[src/rtl/core/wtpc_pkg.sv]
`default_nettype none

package wtpc_pkg;

	// Bus clock used when the configured value is zero.
	localparam logic [31:0] CLK_DEFAULT_HZ = 32'd64000000;

	// Divider widths: a count divides the timeout times 1000 by a tick length.
	localparam int DIVIDEND_W = 42;
	localparam int DIVISOR_W  = 39;
	localparam int CNT_W      = $clog2(DIVIDEND_W + 1);

	// Tick base in microseconds for prescaler zero: 4096 * 1000000.
	localparam logic [DIVIDEND_W-1:0] TICK_BASE_US = DIVIDEND_W'(64'd4096000000);

	localparam logic [2:0] PRESCALER_LAST = 3'd7;
	localparam logic [6:0] RELOAD_BASE    = 7'h3F;
	localparam logic [6:0] RELOAD_MAX     = 7'h7F;
	localparam logic [DIVIDEND_W-1:0] MAX_TICKS = DIVIDEND_W'(64);

	// Status codes.
	localparam logic STATUS_OK        = 1'b0;
	localparam logic STATUS_PARAM_ERR = 1'b1;

	// Sequencer states.
	typedef enum logic [2:0] {
		ST_IDLE,
		ST_SCALE,
		ST_TICK,
		ST_TICK_WAIT,
		ST_COUNT,
		ST_COUNT_WAIT,
		ST_FINISH
	} state_t;

	// Request to the shared divider.
	typedef struct packed {
		logic                  start;
		logic [DIVIDEND_W-1:0] dividend;
		logic [DIVISOR_W-1:0]  divisor;
	} div_req_t;

	// Answer from the shared divider.
	typedef struct packed {
		logic                  done;
		logic [DIVIDEND_W-1:0] quotient;
		logic [DIVISOR_W-1:0]  remainder;
	} div_rsp_t;

	// One result item.
	typedef struct packed {
		logic       status;
		logic [2:0] prescaler;
		logic [6:0] reload_count;
	} result_t;

endpackage

`default_nettype wire

[src/rtl/core/watchdog_timeout_to_prescaler_count.sv]
// Watchdog set-up calculator: turns a timeout in milliseconds into a prescaler
// exponent and a reload count for the configured bus clock.
// Input channel: timeout_valid, timeout_stall and period_ms. A transfer takes
// place when valid is high and stall is low; stall stays high while an item is
// being worked on, so one item is handled at a time.
// Output channel: result_valid, result_stall, status, prescaler, reload_count.
// The result sits in an output register and holds while result_stall is high;
// the next item is accepted meanwhile, but its result waits until the register
// is free.
// Configuration: cfg_valid, cfg_ready and bus_clock_hz write the clock register,
// which resets to 64 MHz; a value of zero is read as 64 MHz.
// Divider: one shared 42-step restoring divider does all the divisions. A
// prescaler trial takes two divisions, or one when its tick is zero, and a zero
// timeout needs no division. There are up to eight trials per item; the next
// input is taken once the result of the last one has moved into the output
// register.
// Reset clears the sequencer and the output valid flag; no result is pending.

`default_nettype none

module watchdog_timeout_to_prescaler_count
	import wtpc_pkg::*;
(
	input  wire logic        clk,
	input  wire logic        arst_n,
	input  wire logic        timeout_valid,
	output logic             timeout_stall,
	input  wire logic [31:0] period_ms,
	output logic             result_valid,
	input  wire logic        result_stall,
	output logic             status,
	output logic [2:0]       prescaler,
	output logic [6:0]       reload_count,
	input  wire logic        cfg_valid,
	output logic             cfg_ready,
	input  wire logic [31:0] bus_clock_hz
);

	logic [31:0] clk_hz_q;
	logic [31:0] clk_eff;
	logic        busy;
	logic        res_valid;
	logic        res_take;
	result_t     res;
	result_t     out_q;
	logic        out_valid_q;
	div_req_t    div_req;
	div_rsp_t    div_rsp;

	// Clock register, always ready for a transfer.
	assign cfg_ready = 1'b1;

	always_ff @(posedge clk or negedge arst_n) begin
		if (!arst_n) begin
			clk_hz_q <= CLK_DEFAULT_HZ;
		end else if (cfg_valid) begin
			clk_hz_q <= bus_clock_hz;
		end
	end

	assign clk_eff = (clk_hz_q == '0) ? CLK_DEFAULT_HZ : clk_hz_q;

	assign timeout_stall = busy;

	wtpc_ctrl u_ctrl (
		.clk        (clk),
		.arst_n     (arst_n),
		.item_valid (timeout_valid),
		.period_ms  (period_ms),
		.clk_hz     (clk_eff),
		.busy       (busy),
		.div_req    (div_req),
		.div_rsp    (div_rsp),
		.res_valid  (res_valid),
		.res        (res),
		.res_take   (res_take)
	);

	wtpc_div u_div (
		.clk    (clk),
		.arst_n (arst_n),
		.req    (div_req),
		.rsp    (div_rsp)
	);

	// Output register: loads when empty or when its content leaves this cycle.
	assign res_take = res_valid && (!out_valid_q || !result_stall);

	always_ff @(posedge clk or negedge arst_n) begin
		if (!arst_n) begin
			out_valid_q <= 1'b0;
		end else if (res_take) begin
			out_valid_q <= 1'b1;
		end else if (!result_stall) begin
			out_valid_q <= 1'b0;
		end
	end

	always_ff @(posedge clk) begin
		if (res_take) begin
			out_q <= res;
		end
	end

	assign result_valid = out_valid_q;
	assign status       = out_q.status;
	assign prescaler    = out_q.prescaler;
	assign reload_count = out_q.reload_count;

endmodule

`default_nettype wire

[src/rtl/core/wtpc_div.sv]
`default_nettype none

module wtpc_div
	import wtpc_pkg::*;
(
	input  wire logic     clk,
	input  wire logic     arst_n,
	input  wire div_req_t req,
	output div_rsp_t      rsp
);

	logic                  busy_q;
	logic                  done_q;
	logic [CNT_W-1:0]      cnt_q;
	logic [DIVIDEND_W-1:0] quo_q;
	logic [DIVISOR_W-1:0]  rem_q;
	logic [DIVISOR_W-1:0]  dvs_q;

	logic [DIVISOR_W:0]    shifted;
	logic [DIVISOR_W:0]    diff;
	logic                  ge;
	logic [DIVISOR_W-1:0]  rem_next;

	// One restoring step: shift in the next dividend bit and try to subtract.
	always_comb begin
		shifted  = {rem_q, quo_q[DIVIDEND_W-1]};
		diff     = shifted - {1'b0, dvs_q};
		ge       = (shifted >= {1'b0, dvs_q});
		rem_next = ge ? diff[DIVISOR_W-1:0] : shifted[DIVISOR_W-1:0];
	end

	// Step counter and completion flag.
	always_ff @(posedge clk or negedge arst_n) begin
		if (!arst_n) begin
			busy_q <= 1'b0;
			done_q <= 1'b0;
			cnt_q  <= '0;
		end else begin
			done_q <= 1'b0;
			if (req.start) begin
				busy_q <= 1'b1;
				cnt_q  <= CNT_W'(DIVIDEND_W);
			end else if (busy_q) begin
				cnt_q <= cnt_q - CNT_W'(1);
				if (cnt_q == CNT_W'(1)) begin
					busy_q <= 1'b0;
					done_q <= 1'b1;
				end
			end
		end
	end

	// Partial remainder and quotient shift register.
	always_ff @(posedge clk) begin
		if (req.start) begin
			quo_q <= req.dividend;
			rem_q <= '0;
			dvs_q <= req.divisor;
		end else if (busy_q) begin
			quo_q <= {quo_q[DIVIDEND_W-2:0], ge};
			rem_q <= rem_next;
		end
	end

	assign rsp.done      = done_q;
	assign rsp.quotient  = quo_q;
	assign rsp.remainder = rem_q;

endmodule

`default_nettype wire

[src/rtl/core/wtpc_ctrl.sv]
`default_nettype none

module wtpc_ctrl
	import wtpc_pkg::*;
(
	input  wire logic        clk,
	input  wire logic        arst_n,
	input  wire logic        item_valid,
	input  wire logic [31:0] period_ms,
	input  wire logic [31:0] clk_hz,
	output logic             busy,
	output div_req_t         div_req,
	input  wire div_rsp_t    div_rsp,
	output logic             res_valid,
	output result_t          res,
	input  wire logic        res_take
);

	state_t                state_q;
	state_t                state_d;
	logic [31:0]           timeout_q;
	logic [DIVIDEND_W-1:0] scaled_q;
	logic [DIVISOR_W-1:0]  tick_q;
	logic [2:0]            p_q;
	result_t               res_q;

	logic                  accept;
	logic                  tick_zero;
	logic                  rem_nz;
	logic                  fits;
	logic [6:0]            ticks;
	logic [DIVIDEND_W-1:0] scaled;
	logic                  last_p;

	assign accept = item_valid && (state_q == ST_IDLE);
	assign last_p = (p_q == PRESCALER_LAST);

	// The timeout times 1000 as 1024 - 16 - 8.
	assign scaled = ({10'd0, timeout_q} << 10) - ({10'd0, timeout_q} << 4)
		- ({10'd0, timeout_q} << 3);

	// Decode of the divider answer for both kinds of division.
	always_comb begin
		tick_zero = (div_rsp.quotient == '0);
		rem_nz    = (div_rsp.remainder != '0);
		fits      = (div_rsp.quotient < MAX_TICKS) ||
			((div_rsp.quotient == MAX_TICKS) && !rem_nz);
		ticks     = div_rsp.quotient[6:0] + {6'd0, rem_nz};
	end

	// Next state.
	always_comb begin
		state_d = state_q;
		case (state_q)
			ST_IDLE: begin
				if (item_valid) state_d = ST_SCALE;
			end
			ST_SCALE: begin
				state_d = (timeout_q == '0) ? ST_FINISH : ST_TICK;
			end
			ST_TICK: begin
				state_d = ST_TICK_WAIT;
			end
			ST_TICK_WAIT: begin
				if (div_rsp.done) begin
					if (!tick_zero)  state_d = ST_COUNT;
					else if (last_p) state_d = ST_FINISH;
					else             state_d = ST_TICK;
				end
			end
			ST_COUNT: begin
				state_d = ST_COUNT_WAIT;
			end
			ST_COUNT_WAIT: begin
				if (div_rsp.done) begin
					if (fits || last_p) state_d = ST_FINISH;
					else                state_d = ST_TICK;
				end
			end
			ST_FINISH: begin
				if (res_take) state_d = ST_IDLE;
			end
			default: begin
				state_d = ST_IDLE;
			end
		endcase
	end

	// Outputs: divider requests and handshake flags.
	always_comb begin
		busy                 = (state_q != ST_IDLE);
		res_valid            = (state_q == ST_FINISH);
		div_req.start        = 1'b0;
		div_req.dividend     = TICK_BASE_US << p_q;
		div_req.divisor      = DIVISOR_W'(clk_hz);
		case (state_q)
			ST_TICK: begin
				div_req.start = 1'b1;
			end
			ST_COUNT: begin
				div_req.start    = 1'b1;
				div_req.dividend = scaled_q;
				div_req.divisor  = tick_q;
			end
			default: begin
				div_req.start = 1'b0;
			end
		endcase
	end

	// State register.
	always_ff @(posedge clk or negedge arst_n) begin
		if (!arst_n) begin
			state_q <= ST_IDLE;
		end else begin
			state_q <= state_d;
		end
	end

	// Working registers and the result being built.
	always_ff @(posedge clk) begin
		if (accept) begin
			timeout_q <= period_ms;
		end
		case (state_q)
			ST_SCALE: begin
				scaled_q           <= scaled;
				p_q                <= 3'd0;
				res_q.status       <= STATUS_PARAM_ERR;
				res_q.prescaler    <= 3'd0;
				res_q.reload_count <= 7'd0;
			end
			ST_TICK_WAIT: begin
				if (div_rsp.done) begin
					tick_q <= div_rsp.quotient[DIVISOR_W-1:0];
					if (tick_zero && !last_p) p_q <= p_q + 3'd1;
				end
			end
			ST_COUNT_WAIT: begin
				if (div_rsp.done) begin
					if (fits) begin
						res_q.status       <= STATUS_OK;
						res_q.prescaler    <= p_q;
						res_q.reload_count <= ((RELOAD_BASE + ticks) > RELOAD_MAX) ?
							RELOAD_MAX : (RELOAD_BASE + ticks);
					end else if (!last_p) begin
						p_q <= p_q + 3'd1;
					end
				end
			end
			default: begin
				p_q <= p_q;
			end
		endcase
	end

	assign res = res_q;

endmodule

`default_nettype wire

[config.mk]
export PLATFORM = sky130hd
export DESIGN_NAME = watchdog_timeout_to_prescaler_count
export DESIGN_NICKNAME = d
export VERILOG_FILES = /design/src/rtl/core/wtpc_pkg.sv /design/src/rtl/core/watchdog_timeout_to_prescaler_count.sv /design/src/rtl/core/wtpc_div.sv /design/src/rtl/core/wtpc_ctrl.sv
export SDC_FILE = /design/constraint.sdc
export NUM_CORES = 1
export LEC_CHECK = 0
export BUFFER_PORTS_ARGS = -buffer_cell sky130_fd_sc_hd__buf_2
export CORE_ASPECT_RATIO = 1.1
export CORE_MARGIN = 2
export CORE_UTILIZATION = 50
export DETAILED_ROUTE_END_ITERATION = 6
export GPL_TIMING_DRIVEN = 0
export PLACE_DENSITY = 0.66
export REMOVE_ABC_BUFFERS = 1
export SETUP_SLACK_MARGIN = 0.05
export SLEW_MARGIN = 20
export SYNTH_ARGS = -nofsm -noshare
export SYNTH_HDL_FRONTEND = slang
export SYNTH_SLANG_ARGS = --single-unit
[constraint.sdc]
create_clock -name clk -period 7.7 [get_ports clk]
set_input_delay 1.155 -clock clk [delete_from_list [all_inputs] [get_ports clk]]
set_output_delay 1.155 -clock clk [all_outputs]
set_load 0.02 [all_outputs]
=== Word-level counts from Yosys, hierarchy flattened ===
Cells that the tools add are included.

* Output and inout bits: 14
* Bits in registers: 302

* $add $sub $neg: 7
* Muxes and demuxes: 35
* Order comparisons: 3
* Reduce and logical (&&, ||, !) cells: 25
* Eq/ne operators: 18
* Shifts and indexed selects: 1

{| class="wikitable"
|+ Operator list
! operator !! count
|-
| 42-bit two-way mux || 2
|-
| 81-bit two-way mux || 1
|-
| 32-bit logical NOT || 2
|-
| 42-bit by 7-bit == test with 1-bit output, second input constant || 1
|-
| 42-bit logical NOT || 1
|-
| 42-bit by 7-bit less-than comparator with 1-bit output, second input constant || 1
|-
| 32-bit by 3-bit left shift with 42-bit output, first input constant || 1
|-
| 42-bit by 35-bit subtractor with 42-bit output || 1
|-
| 42-bit by 36-bit subtractor with 42-bit output || 1
|-
| 40-bit by 39-bit greater-or-equal comparator with 1-bit output || 1
|-
| 3-bit two-way mux || 13
|-
| 39-bit two-way mux || 1
|-
| 39-bit nonzero test || 1
|-
| 39-bit subtractor || 1
|-
| 32-bit two-way mux || 1
|-
| 11-bit two-way mux || 2
|-
| 11-bit case mux with 2 select lines || 1
|-
| 3-bit case mux with 7 select lines || 1
|-
| 3-bit == test, second input constant || 4
|-
| 6-bit two-way mux || 2
|-
| 2-bit by 1-bit != test with 1-bit output, second input constant || 6
|-
| 1-bit two-way mux || 9
|-
| 3-bit case mux with 3 select lines || 1
|-
| 6-bit by 7-bit adder with 7-bit output, first input constant || 1
|-
| other kinds (20) || 33
|}

=== Logic depth before layout (Yosys ltp) ===
* Depth after elaboration: 8
* Mapped depth: 13
* Depth with buffers taken out: 13

=== Hierarchy ===
A second synthesis with hierarchy kept.

* Cell total of the unflattened synthesis: 1703
* Area, all modules: 17666.9 um2

{| class="wikitable"
|+ By module, submodules not included
! module !! area each (um2) !! instances !! cells an instance !! sequential area each (um2)
|-
| wtpc_ctrl || 8548.2 || 1 || 871 || 3798.6
|-
| wtpc_div || 7262.0 || 1 || 706 || 3413.3
|-
| watchdog_timeout_to_prescaler_count || 1856.8 || 1 || 126 || 1164.9
|}

=== Least setup slack after synthesis ===
No wires, ideal clock.

* Path kind: reg2reg
* Start: reg u_ctrl.timeout_q[18]
* End: reg u_ctrl.scaled_q[39], data pin
* Arrival time: 2.791 ns
* Buffers on the path: 1
* Cell stages (with the launch flop): 14
* Clock period less this slack: 3.051 ns
* Data required time: 7.441 ns
* Slack: 4.649 ns
* Path through: edfxtp_1 -> inv_1 -> fa_1 -> ha_1 -> clkbuf_1 -> a21oi_1 -> o21ai_0 -> a221o_1 -> a21oi_1 -> o21a_1 -> o21ai_0 -> a21oi_1 -> a41oi_1 -> xnor2_1

* Longest elaborated chain between the ends: 2

{| class="wikitable"
|+ RTL lines
! what !! RTL line !! RTL
|-
| start: declaration || wtpc_ctrl.sv:21 || <nowiki>logic [31:0] timeout_q;</nowiki>
|-
| start signal: assignment || wtpc_ctrl.sv:123 || <nowiki>timeout_q <= period_ms;</nowiki>
|-
| 42-bit by 36-bit subtractor with 42-bit output || wtpc_ctrl.sv:39 || <nowiki>assign scaled = ({10'd0, timeout_q} << 10) - ({10'd0, timeout_q} << 4)</nowiki>
|-
| 42-bit by 35-bit subtractor with 42-bit output (*) || wtpc_ctrl.sv:40 || <nowiki>- ({10'd0, timeout_q} << 3);</nowiki>
|-
| named net u_ctrl.scaled[39] || wtpc_ctrl.sv:32 || <nowiki>logic [DIVIDEND_W-1:0] scaled;</nowiki>
|-
| end signal: assignment || wtpc_ctrl.sv:127 || <nowiki>scaled_q <= scaled;</nowiki>
|-
| end: declaration || wtpc_ctrl.sv:22 || <nowiki>logic [DIVIDEND_W-1:0] scaled_q;</nowiki>
|}

Mark *: on every way through the listed nets, which the timed path passes. The rest lies on a longest branch.
A chain may end at the register's enable or synchronous reset.

=== Final worst setup path ===
* Start: reg u_ctrl.state_q[2]
* End: reg u_div.quo_q[8] (enable)

* Longest elaborated chain between the ends: 4
* Elaborated cells on any way between the ends: 5

{| class="wikitable"
|+ RTL lines
! what !! RTL line !! RTL
|-
| start: declaration || wtpc_ctrl.sv:19 || <nowiki>state_t state_q;</nowiki>
|-
| start signal: assignment || wtpc_ctrl.sv:116 || <nowiki>state_q <= state_d;</nowiki>
|-
| 3-bit by 2-bit == test with 1-bit output or 3-bit == test (tied branches) || wtpc_ctrl.sv:96 || <nowiki>case (state_q)</nowiki>
|-
| 2-bit OR reduction (no source line) (*) || - ||
|-
| 1-bit two-way mux (*) || wtpc_ctrl.sv:96 ||
|-
| 2-bit nonzero test (no source line) (*) || - ||
|-
| end signal: assignment || wtpc_div.sv:56 || <nowiki>quo_q <= req.dividend;</nowiki>
|-
| end signal: assignment || wtpc_div.sv:60 || <nowiki>quo_q <= {quo_q[DIVIDEND_W-2:0], ge};</nowiki>
|-
| end: declaration || wtpc_div.sv:15 || <nowiki>logic [DIVIDEND_W-1:0] quo_q;</nowiki>
|}

Every way passes the cells marked *; elsewhere a longest branch is shown, timed or not.

==> impl_metrics.ini <==
[route]
wl_mm = 37.7
drt_iter0_drc = 899
routed-via-count = 12200
vias_per_cell = 5.68
wl_per_cell_um = 17.5
drtPass1Iterations = 5
drtAntennaViolNets = 0
drc = 0

[power_and_ir_drop]
p_leak_uw = 0.00799
p_per_area_nw_per_um2 = 433
peakVddDrop_uv = 241

[floorplan]
io_pins = 83
die_x_um = 180
core_um2 = 33400
start_util_pct = 50.9
die_h_um = 197
rows = 70
die_area_um2 = 35500

[yosys]
synth_fa_ha_area_share_pct = 11.0
netlist.area_leader.share_pct = 38.2
synth.yosys.seq_area_share_pct = 49.3
synth_top_flop_cell = edfxtp_1
synth.area.mux_share_pct = 3.78
synth-simple-area-share_pct = 12.9
synth-warning-count = 0
synth-compound-area-share_pct = 14.8
netlist_top_cells_count = 216 x edfxtp_1, 204 x nand2_1, 140 x a21oi_1, 110 x inv_1, 108 x ha_1
synthArstFlopShare_pct = 14.7
synth_edf_count = 216
synth.most_common_cell = edfxtp_1
synthCells = 1635
synth_top_area_cell = edfxtp_1
synthXorXnorAreaFrac_pct = 4.07
yosys-top-cells-area = edfxtp_1 38%, ha_1 7.9%, dfrtp_1 5.4%
syn_avg_cell_area_um2 = 10.4
synth_top_family_by_area = compound AO/OA/AOI/OAI gates
yosysUniqueCellTypes = 69
ys_ff_latch = 299
syn_area_um2 = 17000

[place]
pre_cts_slack_ns = 3.83
dp_cells = 2092
io_buffers = 81
dp.final_hpwl_mm = 28.6
dpl_cell_area_um2 = 17900
routabilityCongestion = 0.883

[setup_path]
worstPathArrival_ns = 4.19
worstPathMaxFanout = 66
worst-setup-path-type = reg -> reg
cp.required_ns = 7.97
end_kind = register
crit_path_start_kind = register

[layout]
fillers = 2856
areaGrowthSynthToFinish_pct = 12.6
stdcell_count = 2154
diodes = 0
stdcell_area_um2 = 19100
final_nets = 1899
final_layout_size_suffix_gt1_share_pct = 12.0

[sta]
setup_viol = 0
rsz0062_at_grt = false
slew_viol_final = 0
fin_skew_ns = 0.0183
setup_slack_ns = 3.78
whs_ns = 0.419
fmax_mhz = 255
worst_pin_slew_ns = 1.00
hold_viol = 0
period_share_pct = 50.9
slew_headroom_pct = 33.4
finalSetupTns_ns = 0
period_needed_ns = 3.92

[clock_tree]
cts_tree = built
cts_max_path_buffers = 3
cts_root_buf = clkbuf_16
ctsResizeCount = 0
clk_pin_slew_worst_paths_ns = 0.06
clock_latency_ns = 0.53
cts.htree.levels = 2
cts_sinks = 299
cts-buffers-inserted = 34
cts_hold_buf = 0
post-cts-setup-buffers = 0

[global_route]
grt.overflow.total = 0
grt_max_degree = 67
grt_pass1_vias = 12200
grt_util_all_layers_pct = 21.6
grt_pass1_wl_mm = 61.6
antenna_found_initial = 0

[outcome]
outcome = finished, final reports clean

[flow_run]
max_cap_viol_count = 0

[hold_path]
worstHoldPathType = reg -> reg
power by group:
group          switching, uW  internal [uW]
clock network            646           1090
registers                388           2430
logic                   2210           1530
cell type report:
cell class | instances | area (um2) | share of cell area, %
clock buffers | 46 | 1010 | 5.28
clock inverters | 16 | 216 | 1.13
inverters | 111 | 419 | 2.19
multi-input cells | 1154 | 7950 | 41.5
flip-flops and latches | 299 | 8380 | 43.8
well taps | 432 | 541 | 2.82
repair buffers | 96 | 626 | 3.27
final timing paths:
kind,start,end,slack [ns],cells past startpoint
min in group asynchronous,arst_n,clk_hz_q[5]$_DFFE_PN0P_,0.64,1
max,u_ctrl.state_q[2]$_DFFE_PN0P_,u_div.quo_q[8]$_DFFE_PP_,3.78,8
min reg2reg,u_ctrl.res[9]$_SDFFCE_PN0P_,prescaler[2]$_DFFE_PP_,0.42,0
max reg2reg,u_ctrl.state_q[2]$_DFFE_PN0P_,u_div.quo_q[8]$_DFFE_PP_,3.78,8
max in group asynchronous,arst_n,u_div.busy_q$_DFF_PN0_,6.60,1
min,u_ctrl.res[9]$_SDFFCE_PN0P_,prescaler[2]$_DFFE_PP_,0.42,0
per-stage QoR:
stage	power [uW]	utilization, %
after floorplan	5560	-
after global placement	6440	52.9
after detailed placement	6540	53.7
after CTS	8310	57.3
after global routing	8910	57.3
final	8290	57.3
flip-flops by register name, summed over array words and instances, names as in the netlist, 7 cells and up:
signal	cells
reload_count	7
clk_hz_q	32
u_div.dvs_q	39
u_ctrl.tick_q	39
u_ctrl.res	11
u_div.quo_q	42
u_ctrl.timeout_q	32
u_ctrl.scaled_q	39
u_div.rem_q	39
critical path, cell delays in order, from the launching register on:
cell and delay, ns:
dfrtp_1 0.72, inv_1 0.28, nand2_1 0.26, nand2_1 0.17, nand2_4 0.40, inv_4 0.40
nor2_1 0.71, inv_2 0.35, buf_12 0.27
cell families after synthesis:
logic type / Yosys count
simple gates: 478
mux: 60
compound gates: 402
xor+xnor: 79
flops: 299
buf+inv: 182
fa+ha+maj: 134
other cells: 1
layer usage:
| metal | global-route usage, % | wire [um] |
|---|---|---|
| met1 | 26.5 | 16100 |
| met2 | 38.5 | 18700 |
| met3 | 3.36 | 1570 |
| met4 | 8.13 | 1330 |
| met5 | 0 | 0 |
cells in the final DEF (no fill, tap or decap), types with 30 or more instances in the layout:
cell type  synthesis  layout
inv_1            110     109
edfxtp_1         216     216
nor2_1            95      93
dfxtp_1           39      39
xor2_1            31      31
mux2_2            32      32
o21ai_0           91      91
xnor2_1           48      48
nand2_1          204     202
nand4_1           30      30
a21o_1            36      36
a21oi_1          140     140
nand3_1           36      36
dfrtp_1           37      36
clkbuf_16          0      38
ha_1             108     108
buf_2              4      80
No activity file was read; power rests on OpenSTA's default activity.
